<file path="src/hdl/tbb_pkg.sv">
package tbb_pkg;

  localparam int COORD_WIDTH_DEF = 16;
  localparam int COEF_WIDTH      = 16;
  localparam int NUM_ROWS        = 3;
  localparam int ROW_WIDTH       = NUM_ROWS * COEF_WIDTH;
  localparam int SUM_WIDTH       = 34;
  localparam int CFG_INDEX_WIDTH = 2;

  typedef logic [ROW_WIDTH-1:0]        row_t;
  typedef logic signed [SUM_WIDTH-1:0] sum_t;

  localparam logic [CFG_INDEX_WIDTH-1:0] CFG_ROW_X = 2'd0;
  localparam logic [CFG_INDEX_WIDTH-1:0] CFG_ROW_Y = 2'd1;
  localparam logic [CFG_INDEX_WIDTH-1:0] CFG_ROW_Z = 2'd2;

  localparam row_t ROW_X_RESET = 48'h0000_0000_1000;
  localparam row_t ROW_Y_RESET = 48'h0000_1000_0000;
  localparam row_t ROW_Z_RESET = 48'h1000_0000_0000;

  localparam sum_t SUM_MAX = {1'b0, {(SUM_WIDTH-1){1'b1}}};
  localparam sum_t SUM_MIN = {1'b1, {(SUM_WIDTH-1){1'b0}}};

  typedef struct packed {
    logic valid;
    logic last;
  } trk_ctl_t;

endpackage

</file>
<file path="src/hdl/tbb_dot.sv">
module tbb_dot #(
  parameter int COORD_WIDTH = tbb_pkg::COORD_WIDTH_DEF
) (
  input  tbb_pkg::row_t                 coeffs,
  input  logic signed [COORD_WIDTH-1:0] x,
  input  logic signed [COORD_WIDTH-1:0] y,
  input  logic signed [COORD_WIDTH-1:0] z,
  output tbb_pkg::sum_t                 sum
);
  import tbb_pkg::*;

  localparam int PROD_W = COEF_WIDTH + COORD_WIDTH;
  localparam int ACC_W  = PROD_W + 2;
  localparam int EXT_W  = (ACC_W > SUM_WIDTH) ? ACC_W : SUM_WIDTH;

  logic signed [COEF_WIDTH-1:0] cx, cy, cz;
  logic signed [PROD_W-1:0]     px, py, pz;
  logic signed [ACC_W-1:0]      acc;
  logic signed [EXT_W-1:0]      acc_ext, max_ext, min_ext;

  assign cx = coeffs[COEF_WIDTH-1:0];
  assign cy = coeffs[2*COEF_WIDTH-1:COEF_WIDTH];
  assign cz = coeffs[3*COEF_WIDTH-1:2*COEF_WIDTH];

  assign px = cx * x;
  assign py = cy * y;
  assign pz = cz * z;

  assign acc     = ACC_W'(px) + ACC_W'(py) + ACC_W'(pz);
  assign acc_ext = EXT_W'(acc);
  assign max_ext = EXT_W'(SUM_MAX);
  assign min_ext = EXT_W'(SUM_MIN);

  // clamp only matters for wide coordinates
  always_comb begin
    if (acc_ext > max_ext) begin
      sum = SUM_MAX;
    end else if (acc_ext < min_ext) begin
      sum = SUM_MIN;
    end else begin
      sum = acc_ext[SUM_WIDTH-1:0];
    end
  end

endmodule

</file>
<file path="config.mk">
export PLATFORM = sky130hd
export DESIGN_NAME = tbb_dot
export DESIGN_NICKNAME = d
export VERILOG_FILES = /design/src/hdl/tbb_pkg.sv /design/src/hdl/tbb_dot.sv
export SDC_FILE = /design/constraint.sdc
export NUM_CORES = 2
export LEC_CHECK = 0
export ABC_CLOCK_PERIOD_IN_PS = 11940
export BUFFER_PORTS_ARGS = -buffer_cell sky130_fd_sc_hd__buf_2
export CAP_MARGIN = 25
export CORE_MARGIN = 4
export CORE_UTILIZATION = 61
export DETAILED_ROUTE_END_ITERATION = 7
export GPL_TIMING_DRIVEN = 1
export PLACE_DENSITY_LB_ADDON = 0.25
export SETUP_SLACK_MARGIN = 0.02
export SYNTH_ARGS = -nofsm -noshare
export SYNTH_HDL_FRONTEND = slang
export SYNTH_SLANG_ARGS = --single-unit
export TNS_END_PERCENT = 100
</file>
<file path="constraint.sdc">
create_clock -name vclk -period 11.94
set_input_delay 1.791 -clock vclk [all_inputs]
set_output_delay 1.791 -clock vclk [all_outputs]
set_load 0.03 [all_outputs]
</file>
* Word level (Yosys, flattened, before mapping)
Cells that the tools add are included.
W data, S select, Z words.
** Storage, ports and cells
- Register bits after elaboration :: 0
** Cells by class
- $add $sub $neg :: 2
- $mul :: 3
- Magnitude comparators :: 2
- Multiplexer cells :: 2
** Operator list (count)
- $mul A16 B16 Y32 :: 3
- $mux W34 :: 2
- $add A33 B32 Y34 :: 1
- $gt A34 B34 Y1 const B :: 1
- $lt A34 B34 Y1 const B :: 1
- $add A32 B32 Y33 :: 1

* Depth between registers and ports, before layout
- Depth in word-level cells :: 6
- Depth in mapped cells :: 29
- Mapped depth without buffers :: 28

* Least setup slack after synthesis
OpenSTA, ideal clock, no wires.
- Path kind :: input to output
- Start point :: input coeffs[47]
- End point :: output sum[33]
- Arrival time :: 9587 ps
- Required time :: 10149 ps
- Setup slack :: 562 ps
- Stages on the path :: 26
- Path buffers :: 1
- Cell sequence :: clkbuf_1 -> nand2_1 -> fa_1 -> inv_1 -> fa_1 -> fa_1 -> inv_1 -> fa_1 -> inv_1 -> fa_1 -> fa_1 -> fa_1 -> fa_1 -> inv_1 -> fa_1 -> inv_1 -> ha_1 -> and3_1 -> a221o_1 -> a21o_1 -> a21oi_1 -> and2_1 -> o21ai_2 -> a221oi_4 -> o21ai_1 -> xnor2_1
** On the way
- Cells in the longest elaborated chain, start to end :: 5
- Elaborated cells between the ends (all ways) :: 6
- Those cells by class :: add/sub: 1; mul: 1; order compare: 2; mux: 2
** RTL lines
- start: declaration :: line tbb_dot.sv:4 : input tbb_pkg::row_t coeffs,
- $mul A16 B16 Y32 (*) :: line tbb_dot.sv:27 : assign pz = cz * z;
- $add A33 B32 Y34 (*) :: line tbb_dot.sv:29 : assign acc = ACC_W'(px) + ACC_W'(py) + ACC_W'(pz);
- $lt A34 B34 Y1 :: line tbb_dot.sv:38 : end else if (acc_ext < min_ext) begin
- $mux W34 :: line tbb_dot.sv:38
- $mux W34 (*) :: line tbb_dot.sv:36 : if (acc_ext > max_ext) begin
- end: declaration :: line tbb_dot.sv:8 : output tbb_pkg::sum_t sum
Every way passes the cells marked *; elsewhere a longest branch is shown, timed or not.

* Worst setup path in the final report
- Start point :: input coeffs[8]
- End point :: output sum[32]
** On the way
- Cells in the longest elaborated chain, start to end :: 6
- Elaborated cells between the ends (all ways) :: 7
- Those cells by class :: add/sub: 2; mul: 1; order compare: 2; mux: 2
** RTL lines
- $mul A16 B16 Y32 (*) :: line tbb_dot.sv:25 : assign px = cx * x;
- $add A32 B32 Y33 (*) :: line tbb_dot.sv:29
- $add A33 B32 Y34 (*) :: line tbb_dot.sv:29
- $lt A34 B34 Y1 :: line tbb_dot.sv:38
- $mux W34 :: line tbb_dot.sv:38
- $mux W34 (*) :: line tbb_dot.sv:36
Marks and branches as above.

==> insert_results.sql <==
INSERT INTO impl_metrics (metric_group, metric, value, unit) VALUES
('status', 'outcome', 'complete, no violations', ''),
('die', 'effective_utilization_at_floorplan', '62.1', '%'),
('die', 'dieWidth', '232', 'µm'),
('yosys', 'yosysSeqAreaShare', '0', '%'),
('min_path', 'timing.hold.worst.start', 'x[0]', ''),
('critical_path', 'critPathLaunchType', 'input port', ''),
('sta', 'tightestPinTransition', '0.556', 'ns'),
('min_path', 'worstHoldPathType', 'in2out', ''),
('critical_path', 'worst_ep_required_time', '10.15', 'ns'),
('die', 'floorplan.io_pins', '130', ''),
('sta', 'period_needed', '11.66', 'ns'),
('layout', 'numSequentialCells', '0', ''),
('grt', 'grt_met2_use', '53.6', '%'),
('sta', 'min_period_over_period', '97.6', '%'),
('die', 'fp.dieArea', '53600', 'µm²'),
('min_path', 'worst_hold_path.num_cells', '4', ''),
('yosys', 'synth.net_count', '4430', ''),
('yosys', 'yosysWarnings', '0', ''),
('sta', 'maxSlewViolCount', '0', ''),
('grt', 'top_usage_layer', 'met2', ''),
('placed_design', 'place.detailed.hpwl', '67600', 'µm'),
('sta', 'finalHoldViolations', '0', ''),
('die', 'placeableCoreArea', '49200', 'µm²'),
('grt', 'grt_max_degree', '18', ''),
('sta', 'report.final.setup_viol', '0', ''),
('route', 'ant_nets', '0', ''),
('yosys', 'synth_cell_types', '46', ''),
('layout', 'final_layout_size_suffix_gt1_share', '5.20', '%'),
('placed_design', 'gp_congestion', '0.948', ''),
('cts', 'cts-hold-fix-buffers', '0', ''),
('die', 'dieHeight', '232', 'µm'),
('route', 'avgViaCountPerCell', '5.32', ''),
('sta', 'worst_slew_margin_rel', '62.9', '%'),
('placed_design', 'placedInstanceArea', '31800', 'µm²'),
('layout', 'fin_nets', '4481', ''),
('min_path', 'timing.hold.worst_endpoint', 'sum[0]', ''),
('critical_path', 'critPathCaptureType', 'output pin', ''),
('yosys', 'synth_area_leaders', 'sky130_fd_sc_hd__fa_1 61%, sky130_fd_sc_hd__inv_1 13%, sky130_fd_sc_hd__ha_1 8.2%', ''),
('die', 'rows', '81', ''),
('layout', 'layout.cell_area.non_filler', '31800', 'µm²'),
('layout', 'layout.area.seq', '0', 'µm²'),
('critical_path', 'crit_family', 'adder cells', ''),
('flow_run', 'cap_viol_max_count', '0', ''),
('yosys', 'post_synth_inst_count', '3201', ''),
('grt', 'number_of_antenna_violations_at_the_first_check_in_global_routing', '5', ''),
('grt', 'use_met3', '2.46', '%'),
('placed_design', 'placement.io_buffers', '130', ''),
('yosys', 'post_synth.cell_area_avg', '9.53', 'µm²'),
('grt', 'grt-ovfl-total', '0', ''),
('critical_path', 'path_class', 'in2out', ''),
('yosys', 'cell_with_the_most_instances_after_synthesis', 'sky130_fd_sc_hd__inv_1', ''),
('route', 'wirelength', '74200', 'µm'),
('critical_path', 'cpMostUsedCell', 'sky130_fd_sc_hd__fa_1', ''),
('critical_path', 'crit_path_max_fanout', '16', ''),
('sta', 'setup_repair_after_global_routing_missed_its_margin', 'yes', ''),
('grt', 'grt_pass1_vias', '24300', ''),
('route', 'count_of_routing_violations_after_the_opening_detailed_route_iteration', '1236', ''),
('yosys', 'synth_top_cells_by_count', '1021 x sky130_fd_sc_hd__inv_1, 932 x sky130_fd_sc_hd__fa_1, 370 x sky130_fd_sc_hd__nand2_1', ''),
('route', 'num_vias', '20800', ''),
('yosys', 'synthesis.area', '30500', 'µm²'),
('sta', 'max_clock_freq', '85.8', 'MHz'),
('yosys', 'yosysTopAreaCellShare', '61.2', '%'),
('route', 'drt_first_pass_iters', '5', ''),
('grt', 'grt_use_total', '29.7', '%'),
('grt', 'groute.layer.met1.usage', '37.2', '%'),
('yosys', 'synth_top_area_cell', 'sky130_fd_sc_hd__fa_1', ''),
('route', 'avgRoutedWirePerCell', '18.9', 'µm'),
('layout', 'syn_to_final_growth', '4.37', '%'),
('layout', 'final.clkbuf_count', '0', ''),
('critical_path', 'critical-path-max-stage-delay', '0.59', 'ns'),
('layout', 'fill_cells', '4035', ''),
('cts', 'number_of_post_cts_setup_repair_buffers', '0', ''),
('critical_path', 'worst_ep_arrival_time', '9.87', 'ns'),
('sta', 'finalHoldWorstSlack', '4.34', 'ns'),
('critical_path', 'worst_path_max_delay_cell', 'sky130_fd_sc_hd__fa_1', ''),
('route', 'route.detailed.drc', '0', ''),
('grt', 'grt_first_pass_wirelength', '125000', 'µm'),
('critical_path', 'path_buf_inv', '8', '');
-- worst max-delay path by stage --
stage               startpoint       to  slack, ns  cells past startpoint
floorplan           coeffs[47]  sum[33]       0.56                     26
global placement          z[0]  sum[33]       0.04                     25
detailed placement        z[0]  sum[33]      -0.10                     25
CTS                  coeffs[6]  sum[32]       0.05                     28
global route              z[2]  sum[32]      -0.01                     29
finish               coeffs[8]  sum[32]       0.28                     28
-- area by class of cell --
cell class                      count  area (µm²)  share of cell area, %
Antenna cell                        4        10.0                 0.0314
Inverter                         1021        3830                   12.0
Multi-Input combinational cell   2079       26300                   82.8
Tap cell                          664         831                   2.61
Timing Repair Buffer              150         818                   2.57
-- cell usage in the layout (no fill, tap or decap), drive strengths merged, types with 2 or more instances in the layout --
cell type  synthesis  layout
inv             1021    1021
fa               932     932
nand2            370     370
and2             366     366
ha               201     201
buf                0     143
xnor2             41      41
a21oi             23      23
nand2b            22      22
nor2              21      21
nor2b             20      20
o21ai             13      13
nor3               8       8
xor2               8       8
clkbuf           101       7
nand3              6       6
and3               5       5
a21o               5       5
o21bai             5       5
diode              0       4
a211oi             4       4
nand4              3       3
o211ai             2       2
nand4b             2       2
or2b               2       2
or3                2       2
and2b              2       2
o31ai              2       2
a221oi             2       2
-- per-layer routing --
layer	up-vias	share of wire (%)
met5	-	0.038
met2	734	53
li1	8925	-
met3	193	5.5
met4	4	5.4
met1	11000	36
-- worst min-delay path, delay by kind of cell --
family / cells / cell delay (ns)
fa+ha+maj: 1 / 0.14
simple gates: 1 / 0.22
buf+inv: 2 / 0.40
-- cell families after synthesis --
kind of cell             Yosys count  synth area share [%]
AO/OA/AOI/OAI                     65                  1.52
XOR/XNOR                          49                  1.41
adder cells (fa/ha/maj)         1133                  69.4
buffers and inverters           1122                  13.8
AND/OR/NAND/NOR                  832                  13.9
-- per-stage QoR --
step	setup TNS [ns]	cells	util [%]	setup WS [ns]
2_1_floorplan	0	3201	-	0.562
3_3_place_gp	0	3914	64.6	0.0366
3_5_place_dp	-0.105	3914	64.6	-0.105
4_1_cts	0	3914	64.6	0.0460
5_1_grt	-0.0137	3915	64.8	-0.0137
6_report	0	3918	64.8	0.282
-- what timing repair did --
item,4_1_cts,5_1_grt
endpoints found under the hold margin,0,0
endpoints found under the setup margin,2,8
pin swaps,0,1
gates cloned,0,0
resized for setup,3,15
Power is left out: the tool's default activity adds up to more than one toggle a clock period on the data nets, which glitch-free logic cannot reach.
