==> src/hdl/tbb_pkg.sv <==
package tbb_pkg;

  localparam int COORD_WIDTH_DEF = 16;
  localparam int COEF_WIDTH      = 16;
  localparam int NUM_ROWS        = 3;
  localparam int ROW_WIDTH       = NUM_ROWS * COEF_WIDTH;
  localparam int SUM_WIDTH       = 34;
  localparam int CFG_INDEX_WIDTH = 2;

  typedef logic [ROW_WIDTH-1:0]        row_t;
  typedef logic signed [SUM_WIDTH-1:0] sum_t;

  localparam logic [CFG_INDEX_WIDTH-1:0] CFG_ROW_X = 2'd0;
  localparam logic [CFG_INDEX_WIDTH-1:0] CFG_ROW_Y = 2'd1;
  localparam logic [CFG_INDEX_WIDTH-1:0] CFG_ROW_Z = 2'd2;

  localparam row_t ROW_X_RESET = 48'h0000_0000_1000;
  localparam row_t ROW_Y_RESET = 48'h0000_1000_0000;
  localparam row_t ROW_Z_RESET = 48'h1000_0000_0000;

  localparam sum_t SUM_MAX = {1'b0, {(SUM_WIDTH-1){1'b1}}};
  localparam sum_t SUM_MIN = {1'b1, {(SUM_WIDTH-1){1'b0}}};

  typedef struct packed {
    logic valid;
    logic last;
  } trk_ctl_t;

endpackage

==> src/hdl/tbb_track.sv <==
module tbb_track (
  input  logic              clk,
  input  logic              rst,
  input  tbb_pkg::trk_ctl_t ctl,
  input  tbb_pkg::sum_t     sum_x,
  input  tbb_pkg::sum_t     sum_y,
  input  tbb_pkg::sum_t     sum_z,
  output logic              ready,
  output logic              out_valid,
  input  logic              out_ready,
  output tbb_pkg::sum_t     low_x,
  output tbb_pkg::sum_t     low_y,
  output tbb_pkg::sum_t     low_z,
  output tbb_pkg::sum_t     high_x,
  output tbb_pkg::sum_t     high_y,
  output tbb_pkg::sum_t     high_z
);
  import tbb_pkg::*;

  sum_t track_min_x, track_min_y, track_min_z;
  sum_t track_max_x, track_max_y, track_max_z;
  sum_t min_x_next, min_y_next, min_z_next;
  sum_t max_x_next, max_y_next, max_z_next;
  logic take;

  assign ready = !ctl.last || !out_valid || out_ready;
  assign take  = ctl.valid && ready;

  assign min_x_next = (sum_x < track_min_x) ? sum_x : track_min_x;
  assign min_y_next = (sum_y < track_min_y) ? sum_y : track_min_y;
  assign min_z_next = (sum_z < track_min_z) ? sum_z : track_min_z;
  assign max_x_next = (sum_x > track_max_x) ? sum_x : track_max_x;
  assign max_y_next = (sum_y > track_max_y) ? sum_y : track_max_y;
  assign max_z_next = (sum_z > track_max_z) ? sum_z : track_max_z;

  always_ff @(posedge clk) begin
    if (rst) begin
      track_min_x <= SUM_MAX;
      track_min_y <= SUM_MAX;
      track_min_z <= SUM_MAX;
      track_max_x <= SUM_MIN;
      track_max_y <= SUM_MIN;
      track_max_z <= SUM_MIN;
      out_valid   <= 1'b0;
    end else begin
      out_valid <= (take && ctl.last) || (out_valid && !out_ready);
      if (take) begin
        if (ctl.last) begin
          track_min_x <= SUM_MAX;
          track_min_y <= SUM_MAX;
          track_min_z <= SUM_MAX;
          track_max_x <= SUM_MIN;
          track_max_y <= SUM_MIN;
          track_max_z <= SUM_MIN;
        end else begin
          track_min_x <= min_x_next;
          track_min_y <= min_y_next;
          track_min_z <= min_z_next;
          track_max_x <= max_x_next;
          track_max_y <= max_y_next;
          track_max_z <= max_z_next;
        end
      end
    end
  end

  always_ff @(posedge clk) begin
    if (take && ctl.last) begin
      low_x  <= min_x_next;
      low_y  <= min_y_next;
      low_z  <= min_z_next;
      high_x <= max_x_next;
      high_y <= max_y_next;
      high_z <= max_z_next;
    end
  end

endmodule

==> config.mk <==
export PLATFORM = sky130hd
export DESIGN_NAME = tbb_track
export DESIGN_NICKNAME = d
export VERILOG_FILES = /design/src/hdl/tbb_pkg.sv /design/src/hdl/tbb_track.sv
export SDC_FILE = /design/constraint.sdc
export NUM_CORES = 1
export LEC_CHECK = 0
export BUFFER_PORTS_ARGS = -buffer_cell sky130_fd_sc_hd__buf_2
export CORE_UTILIZATION = 50
export DETAILED_ROUTE_END_ITERATION = 10
export MAX_ROUTING_LAYER = met4
export PLACE_DENSITY = 0.77
export SETUP_SLACK_MARGIN = 0.3
export SYNTH_ARGS = -nofsm -noshare
export SYNTH_HDL_FRONTEND = slang
export SYNTH_SLANG_ARGS = --single-unit
==> constraint.sdc <==
create_clock -name clk -period 16.9 [get_ports clk]
set_input_delay 3.38 -clock clk [delete_from_list [all_inputs] [get_ports clk]]
set_output_delay 3.38 -clock clk [all_outputs]
set_load 0.01 [all_outputs]
======== Word-level counts from Yosys, hierarchy flattened ========
Index checks and enable logic that the tools add are counted.
W data, S select, Z words.
operators by class
  reduce and logical (&&, ||, !) cells .... 9
  mux-type cells .......................... 12
  $lt $le $gt $ge ......................... 6
operator list
  operator             number
  $mux W34             12
  $gt A34 B34 Y1       3
  $lt A34 B34 Y1       3
  $logic_and A1 B1 Y1  3
  $logic_not A1 Y1     3
  $logic_or A1 B1 Y1   3
storage, ports and cells
  logic and storage cells ................. 40
  output and inout bits ................... 206
  input port bits ......................... 107
  bits in registers ....................... 409

======== Logic depth before layout (Yosys ltp) ========
Gate-level depths: netlist (run 1).
  depth in word-level cells ............... 6
  gate-level depth with buffers ........... 12
  gate-level depth less buffers ........... 10

======== Worst setup path before layout (run 1) ========
No wires, ideal clock.
  path type ............................... input -> register
  from .................................... input port out_ready
  to ...................................... register track_min_z[33]
  required time ........................... 16.765 ns
  setup time .............................. 0.135 ns
  arrival ................................. 13.328 ns
  buffers on the path ..................... 2
  setup slack ............................. 3.437 ns
  cell stages on the path ................. 9
  path through ............................ nor2b_1 -> nand2_1 -> nand2_1 -> nor2_1 -> nor2_1 -> clkbuf_1 -> clkbuf_1 -> o311ai_0 -> o22ai_1
between the ends
  word-level cells in the longest chain between the ends .. 2
RTL lines
  item                  RTL line         text
  start, declared       tbb_track.sv:10  input logic out_ready,
  $logic_or A1 B1 Y1    tbb_track.sv:26  assign ready = !ctl.last || !out_valid || out_ready;
  net ready             tbb_track.sv:8   output logic ready,
  $logic_and A1 B1 Y1   tbb_track.sv:27  assign take = ctl.valid && ready;
  end signal, assigned  tbb_track.sv:58  track_min_z <= min_z_next;
  end, declared         tbb_track.sv:20  sum_t track_min_x, track_min_y, track_min_z;
The timed path passes the listed nets, and every way through them passes these cells.
A chain may end at the register's enable or synchronous reset.

======== Final worst setup path (run 1) ========
  from .................................... input port out_ready
  to ...................................... output port ready
between the ends
  word-level cells in the longest chain between the ends .. 1
RTL lines
  item                RTL line
  $logic_or A1 B1 Y1  tbb_track.sv:26
  end, declared       tbb_track.sv:8
No other way between the ends.

==> results of run 1 <==
kinds of logic after synthesis:
group / Yosys count
adders and majority gates: 201
buffers and inverters: 311
and+or+nand+nor: 522
DFF: 409
xor gates and xnor gates: 1
AOI/OAI and AO/OA: 382
muxes: 277
path summary, 6_finish.rpt:
check	from	end
worst max register to register	track_min_y[33]	low_y[7]
worst max-delay path	out_ready	ready
worst min register to register	track_max_y[6]	track_max_y[6]
worst min-delay path	track_max_y[6]	track_max_y[6]
worst register-to-register path, stage by stage (launching register included):
cell and delay [ns]:
sky130_fd_sc_hd__dfxtp_1 0.35, sky130_fd_sc_hd__inv_1 0.05, sky130_fd_sc_hd__ha_1 0.39, sky130_fd_sc_hd__nand4_1 0.27, sky130_fd_sc_hd__nor4_1 0.88, sky130_fd_sc_hd__o2111ai_1 0.50, sky130_fd_sc_hd__nand2_2 0.27, sky130_fd_sc_hd__mux2i_4 0.63
sky130_fd_sc_hd__buf_4 0.45, sky130_fd_sc_hd__mux2_2 0.39
metal layers:
layer,vias up,GRT usage (%)
met5,-,-
met4,0,10.8
met3,131,5.49
met2,558,40.8
met1,8121,30.3
li1,8063,-
area by class of cell:
type                    count  share of cell area, %
diodes                     10                 0.0986
multi-input cells        1383                   41.0
well taps                 585                   2.88
inverters                 211                   3.12
clock buffers              62                   5.04
clock inverters            21                  0.759
flip-flops and latches    409                   40.3
repair buffers            332                   6.79
synthesized netlist by cell type (all sizes together) (2+ instances only):
library cell  instances  area (µm²)
o211ai                2        15.0
mux2i               138        1390
clkbuf               63         236
nor3                 12        81.3
a221oi                7        67.6
nor4                  3        33.8
nand3                14        70.1
mux2                139        1570
edfxtp              204        6130
o31ai                 4        35.0
a22o                 33         289
a21o                 38         285
a21oi                96         484
o2111ai               2        17.5
dfxtp               205        4100
and4                 12         105
o21a                  4        30.0
a221o                37         370
and2                  4        25.0
nand2               237         892
a311o                 2        20.0
nand4                34         213
a31oi                 3        18.8
a211oi               11         100
buf                  37         283
and3                 35         219
nor2b                 6        37.5
nand2b                5        31.3
inv                 211         792
ha                  201        2510
o311ai                2        17.5
nor2                156         588
o21ai               130         651
cells in the final DEF, fill, tap and decap left out, drive strengths merged, types with 6 or more instances in the layout:
cell    count
inv       214
mux2      139
and4       12
nor2      156
nand2     237
a221o      37
nor2b       6
nand3      14
mux2i     138
ha        201
a21oi      96
and3       35
nor3       12
dfxtp     205
a21o       38
a211oi     11
edfxtp    204
a22o       33
buf       332
clkinv     12
diode      10
clkbuf     62
a221oi      7
o21ai     130
nand4      34
power by group:
part	internal [mW]	switching, mW
clock network	0.576	0.405
logic	0.191	0.274
registers	1.12	0.0319
stage by stage:
step / hold WS [ns] / utilization, % / worst slack [ns]
floorplan: 0.435 / - / 3.44
global placement: 0.442 / 55.4 / 9.19
detailed placement: 0.450 / 55.4 / 9.19
CTS: 0.461 / 58.9 / 9.18
global route: 0.476 / 58.9 / 9.11
finish: 0.458 / 58.9 / 9.20
==> impl_metrics.ini, run 1 <==
[detailed_routing]
detailroute.wirelength.met3_um = 3790
via_count = 16873
m1WireLength_um = 23300
route.top_layer_used = met4
drt_iter0_drc = 1243
remaining_drc_errors = 0
route.met2.wl_um = 26500
detail-route-antenna-nets = 0
routed_via_density = 5.60
detailedRoute.firstPassIterationCount = 6
avgRoutedWirePerCell_um = 18.5
drt_wl_total_um = 55600

[synth]
synthMuxAreaShare_pct = 13.5
synth_top_family_by_area = multiplexers
sequential_cell_area_fraction_in_the_yosys_report_pct = 46.8
parity_gate_share_of_the_synthesized_area_counting_xor_and_xnor_cells_pct = 0.0400
postSynthRegisterBits = 409
async_flop_share_pct = 0
number_of_enable_flip_flop_cells_after_synthesis = 204
synth_cells = 2103
simple_gate_portion_of_the_synthesized_area_pct = 10.7
ys_types = 67
yosysWarningCount = 0
synth.cell_area_mm2 = 0.0219
postSynth.topFlopCell = sky130_fd_sc_hd__dfxtp_1
syn-mean-instance-area_um2 = 10.4
postSynthNetCount = 2411
synthAdderAreaFrac_pct = 11.5
synth-compound-area-share_pct = 11.5

[placement]
place.port_buffers = 312
post_dp_cell_area_mm2 = 0.0239
placedCellCount = 2920
place.detailed.hpwl_um = 37500
gp_congestion = 0.862

[sta]
fin_tns_setup_ns = 0
final-hold-violation-count = 0
maxSlewViolCount = 0
finalCriticalPeriod_ns = 7.70
fin_skew_ns = 0.0155
rsz0062_at_grt = false
final_min_period_over_clock_period_pct = 45.5
max_clock_freq_mhz = 130
transition_time_of_the_tightest_slew_check_pin_ns = 1.25
slew-limit-headroom_pct = 16.6
setup_viol_count_final = 0

[layout]
post_layout_nonfiller_instances = 3013
post_synthesis_to_final_layout_area_growth_pct = 16.1
multi_input_area_mm2 = 0.0104
fillCellCount = 3518
layout.nets = 2690
post-route-cell-area_mm2 = 0.0254
layout-drive-gt1-share_pct = 23.3
seq_area_mm2 = 0.0102

[clocking]
cts-buffers-inserted = 45
cts.reportedPaths.clkPinSlew_ns = 0.06
post_cts_resize_count = 0
cts.root.buffer_cell = sky130_fd_sc_hd__clkbuf_16
worst_skew_pair.late_latency_ns = 0.57
cts_setup_buffers = 0
tritoncts = yes
clock_tree_sinks = 409
cts.path.max_buffers = 3
htree_levels = 2
cts_hold_buf = 0

[worst_setup_path]
worst_path_dominant_cell_family = simple AND/OR/NAND/NOR gates
worstPathArrival_ns = 4.32
cp.required_ns = 13.52
critPathKind = input pin to output port
crit_path_top_delay_cell = sky130_fd_sc_hd__nor2b_1
path_buf_inv = 2
cp_num_cells = 4
cp_slowest_stage_delay_ns = 0.36
cp-end-kind = output port
timing.critical_path.from_type = input pin
crit_path_cell_trace = buf_2, nor2b_1, nand2_1, buf_2
critical_path_peak_fanout = 3
worst-r2r-cell-count = 9
r2r_slack_ns = 12.46
critical-path-top-cell-by-count = sky130_fd_sc_hd__buf_2

[floorplanning]
fp.dieW_um = 211
fp.dieH_um = 211
io_pins = 313
initial_core_util_pct = 50.8
design.die.area_mm2 = 0.0446
number_of_placement_rows = 76
core-area_mm2 = 0.0431

[pwr]
totalPowerFinal_mw = 2.60
vdd.ir_drop.worst_mv = 0.0664
leakage_dissipation_nw = 11.3
power-per-cell-area_mw_per_mm2 = 102

[outcome]
status = complete, no violations

[global_routing]
global_route.overflow_total = 0
initial_antenna_violation_count = 8
grt_max_degree = 206
grt_pass1_wl_um = 86800
grt_use_total_pct = 25.2
first_global_vias = 16801

[hold_path]
holdCritPathClass = register to register
whs_path_depth = 2

[run]
cap_viol_max_count = 0
(Power assumes the default switching activity.)
==> inputs of run 2 (changes only) <==
PLACE_DENSITY = 0.8   (was 0.77)
clock period = 6.78 ns   (was 16.9 ns; I/O delays follow)
==> run 2 against run 1 <==
Register-to-register slack worse by 9.7 ns; global-route usage increased by 0.21 points; first-iteration DRC count shrank 5.7%; count of clock-buffer cells in the layout is 2 lower; die area unchanged; wire length about the same; non-clock buffer count did not move; final area about the same; largest cell class unchanged; highest routed layer unchanged.
==> impl_metrics.ini, run 2 (same netlist as run 1, synthesis figures left out) <==
[outcome]
status = complete, no violations

[detailed_routing]
route.top_layer_used = met4
drt_wl_total_um = 55600
route.met2.wl_um = 26800
avgRoutedWirePerCell_um = 18.4
detailroute.wirelength.met3_um = 3930
via_count = 16908
remaining_drc_errors = 0
detailedRoute.firstPassIterationCount = 7
m1WireLength_um = 23100
routed_via_density = 5.60
drt_iter0_drc = 1172
detail-route-antenna-nets = 0

[sta]
fin_skew_ns = 0.0126
finalCriticalPeriod_ns = 4.60
fin_tns_setup_ns = 0
final-hold-violation-count = 0
slew-limit-headroom_pct = 12.7
maxSlewViolCount = 0
rsz0062_at_grt = false
setup_viol_count_final = 0
transition_time_of_the_tightest_slew_check_pin_ns = 1.31
setup_slack_ns = 2.18
final_min_period_over_clock_period_pct = 67.8
max_clock_freq_mhz = 217

[layout]
post-route-cell-area_mm2 = 0.0254
fillCellCount = 3518
layout.nets = 2690
multi_input_area_mm2 = 0.0104
seq_area_mm2 = 0.0102
post_layout_nonfiller_instances = 3017
layout_commonest_cell = sky130_fd_sc_hd__buf_2
layout-drive-gt1-share_pct = 23.1
mostFrequentLayoutCells = sky130_fd_sc_hd__buf_2 (312), sky130_fd_sc_hd__nand2_1 (235), sky130_fd_sc_hd__inv_1 (211)
post_synthesis_to_final_layout_area_growth_pct = 16.0

[pwr]
power-per-cell-area_mw_per_mm2 = 255
vdd.ir_drop.worst_mv = 0.172
totalPowerFinal_mw = 6.46
leakage_dissipation_nw = 11.3

[global_routing]
grt_max_degree = 181
initial_antenna_violation_count = 14
grt_pass1_wl_um = 88000
grt_use_total_pct = 25.4
global_route.overflow_total = 0
first_global_vias = 16748

[clocking]
worst_skew_pair.late_latency_ns = 0.58
cts_hold_buf = 0
cts.reportedPaths.clkPinSlew_ns = 0.06
clock_tree_sinks = 409
cts.path.max_buffers = 3
post_cts_resize_count = 0
tritoncts = yes
cts.root.buffer_cell = sky130_fd_sc_hd__clkbuf_16
cts-buffers-inserted = 45
htree_levels = 2
cts_setup_buffers = 0

[floorplanning]
fp.dieW_um = 211
number_of_placement_rows = 76
initial_core_util_pct = 50.8
design.die.area_mm2 = 0.0446
io_pins = 313
fp.dieH_um = 211
core-area_mm2 = 0.0431

[placement]
placedCellCount = 2920
place.port_buffers = 312
detailedPlace.worstSlack_ns = 1.67
post_dp_cell_area_mm2 = 0.0239
gp_congestion = 0.871
place.detailed.hpwl_um = 38400

[worst_setup_path]
critPathKind = input pin to register
cp-end-kind = register
cp.required_ns = 7.10
timing.critical_path.from_type = input pin
critical_path_peak_fanout = 29
worstPathArrival_ns = 4.92

[hold_path]
holdCritPathClass = register to register

[run]
cap_viol_max_count = 0
-- run 2: layer usage --
layer,GRT usage (%),vias to the layer above
met5,-,-
li1,-,8076
met2,41.5,562
met4,9.27,0
met3,5.22,112
met1,31.1,8158
-- run 2: final cells by class --
class	count	area share, %
timing repair buffer	332	6.84
clock buffer	60	4.95
multi-input combinational	1383	41.0
antenna	15	0.148
sequential	409	40.3
clock inverter	22	0.744
inverter	211	3.12
tap	585	2.88
-- run 2: critical path, cell delays in order --
cell	delay, ns
sky130_fd_sc_hd__buf_2	0.14
sky130_fd_sc_hd__ha_1	0.40
sky130_fd_sc_hd__nand4_1	0.24
sky130_fd_sc_hd__nor4_1	0.84
sky130_fd_sc_hd__o2111ai_1	0.43
sky130_fd_sc_hd__nand2_2	0.24
sky130_fd_sc_hd__mux2i_4	0.38
sky130_fd_sc_hd__buf_4	0.44
sky130_fd_sc_hd__mux2_2	0.41
-- run 2: worst paths after layout --
kind	to	cells past startpoint	slack, ns	start
setup / recovery	low_y[11]	9	2.18	sum_y[33]
hold / removal	track_max_z[28]	2	0.46	track_max_z[28]
setup reg to reg	low_y[11]	9	2.72	track_min_y[33]
hold reg to reg	track_max_z[28]	2	0.46	track_max_z[28]
-- run 2: through the flow --
step | hold slack (ns) | util, %
after global placement | 0.441 | 55.5
final | 0.456 | 58.9
after floorplan | 0.435 | -
after CTS | 0.460 | 58.8
after detailed placement | 0.451 | 55.5
after global routing | 0.472 | 58.9
-- run 2: power by group --
part           total (mW)  internal (mW)  switching [mW]
Clock                2.43           1.41            1.01
Sequential           2.87           2.79          0.0781
Combinational        1.16          0.477           0.686
==> inputs of run 3 (changes only) <==
PLACE_DENSITY = 0.77   (was 0.8)
clock period = 4.3 ns   (was 6.78 ns; I/O delays follow)
==> run 3 against run 2 <==
Sequential cell count did not move; worst setup slack got worse by 1.2 ns; global-route usage grew 0.61 points; die area is the same; sequential share of layout area fell by 0.43 points.
==> impl_metrics.ini, run 3 (same netlist as run 1, synthesis figures left out) <==
[detailed_routing]
drt_wl_total_um = 56900
drt_iter0_drc = 1120
detailedRoute.firstPassIterationCount = 6
detail-route-antenna-nets = 0
avgRoutedWirePerCell_um = 18.8
via_count = 17020
remaining_drc_errors = 0
routed_via_density = 5.62

[placement]
place.port_buffers = 312
post_dp_cell_area_mm2 = 0.0241
placedCellCount = 2936
gp_congestion = 0.890
place.detailed.hpwl_um = 39500
detailedPlace.worstSlack_ns = 0.406

[sta]
fin_skew_ns = 0.0113
final_min_period_over_clock_period_pct = 76.9
timing.hold.ws_ns = 0.457
fin_tns_setup_ns = 0
max_clock_freq_mhz = 303
rsz0062_at_grt = false
transition_time_of_the_tightest_slew_check_pin_ns = 0.921
setup_slack_ns = 0.995
setup_viol_count_final = 0
slew-limit-headroom_pct = 38.6
finalCriticalPeriod_ns = 3.30
final-hold-violation-count = 0
maxSlewViolCount = 0

[clocking]
cts.reportedPaths.clkPinSlew_ns = 0.06
cts_setup_buffers = 0
worst_skew_pair.late_latency_ns = 0.57
cts-buffers-inserted = 45
cts.path.max_buffers = 3
cts.root.buffer_cell = sky130_fd_sc_hd__clkbuf_16
clock_tree_sinks = 409
tritoncts = yes
post_cts_resize_count = 0
cts_hold_buf = 0
htree_levels = 2

[layout]
post_layout_nonfiller_instances = 3028
layout-drive-gt1-share_pct = 23.8
post-route-cell-area_mm2 = 0.0257
mostFrequentLayoutCells = sky130_fd_sc_hd__buf_2 (312), sky130_fd_sc_hd__nand2_1 (233), sky130_fd_sc_hd__inv_1 (211)
postLayoutCoreUtil_pct = 59.5
layout_commonest_cell = sky130_fd_sc_hd__buf_2
post_synthesis_to_final_layout_area_growth_pct = 17.3
layout.nets = 2706

[worst_setup_path]
timing.critical_path.from_type = input pin
cp.required_ns = 4.79
worstPathArrival_ns = 3.79
crit_path_cell_trace = buf_2, ha_1, a21o_1, a21o_1, a221oi_1, o211ai_1, a211oi_1, mux2i_4, and2_2, buf_4, mux2i_1
path_buf_inv = 2
crit_path_top_delay_cell = sky130_fd_sc_hd__a211oi_1
critical_path_peak_fanout = 20
critical-path-top-cell-by-count = sky130_fd_sc_hd__a21o_1
critPathKind = input pin to register
cp-end-kind = register
worst_path_dominant_cell_family = compound AO/OA/AOI/OAI gates
cp_slowest_stage_delay_ns = 0.52

[pwr]
power.share.clock_pct = 38.7
totalPowerFinal_mw = 10.4
internal_power_consumption_mw = 7.61
leakage_dissipation_nw = 11.4
vdd.ir_drop.worst_mv = 0.257
power_switching_share_pct = 27.1
sequentialPowerShare_pct = 43.4
switchingPower_mw = 2.83
power.share.combinational_pct = 18.0
power-per-cell-area_mw_per_mm2 = 407

[floorplanning]
design.die.area_mm2 = 0.0446
core-area_mm2 = 0.0431
fp.dieH_um = 211
io_pins = 313
fp.dieW_um = 211
initial_core_util_pct = 50.8
number_of_placement_rows = 76

[run]
cap_viol_max_count = 0

[global_routing]
global_route.overflow_total = 0
initial_antenna_violation_count = 9
first_global_vias = 16632
grt_use_total_pct = 26.1
grt_pass1_wl_um = 89600
grt_max_degree = 136

[outcome]
status = complete, no violations

[hold_path]
holdCritPathClass = register to register
-- run 3: final cells by class --
cell class                 count  area (µm²)
antenna                       11        27.5
clock buffer                  61        1240
clock inverter                20         282
fill                        3498       17400
inverter                     211         792
multi-input combinational   1383       10400
sequential                   409       10200
tap                          585         732
timing repair buffer         348        1910
-- run 3: worst min-delay path: cells and delay by family, from the launching register on --
family           cells  cell delay [ns]
AND/OR/NAND/NOR      1             0.05
flip-flops           1             0.30
multiplexers         1             0.05
-- run 3: path summary, 6_finish.rpt --
kind	slack, ns	cells after the start	endpoint	from
setup / recovery	1.0	11	track_max_z[15]	sum_z[11]
hold reg to reg	0.46	2	track_max_y[8]	track_max_y[8]
setup reg to reg	1.05	10	high_x[22]	track_max_x[33]
hold / removal	0.46	2	track_max_y[8]	track_max_y[8]
-- run 3: metal layers --
metal  up-vias  track usage (%)  part of all wire, %  wire length, µm
met5         -                -                    0                0
met4         0             8.85                  3.2             1840
met1      8242             32.1                   42            23800
met2       554             42.7                   48            27500
li1       8107                -                    -                -
met3       117             5.08                  6.5             3700
-- run 3: power by group through the flow --
stage	Sequential [mW]	Combinational [mW]	Clock, mW
after floorplan	4.64	1.19	0
final	4.53	1.88	4.04
after detailed placement	4.61	1.86	0
after global routing	4.55	2.06	4.27
after global placement	4.60	1.80	0
after CTS	4.53	1.87	4.10
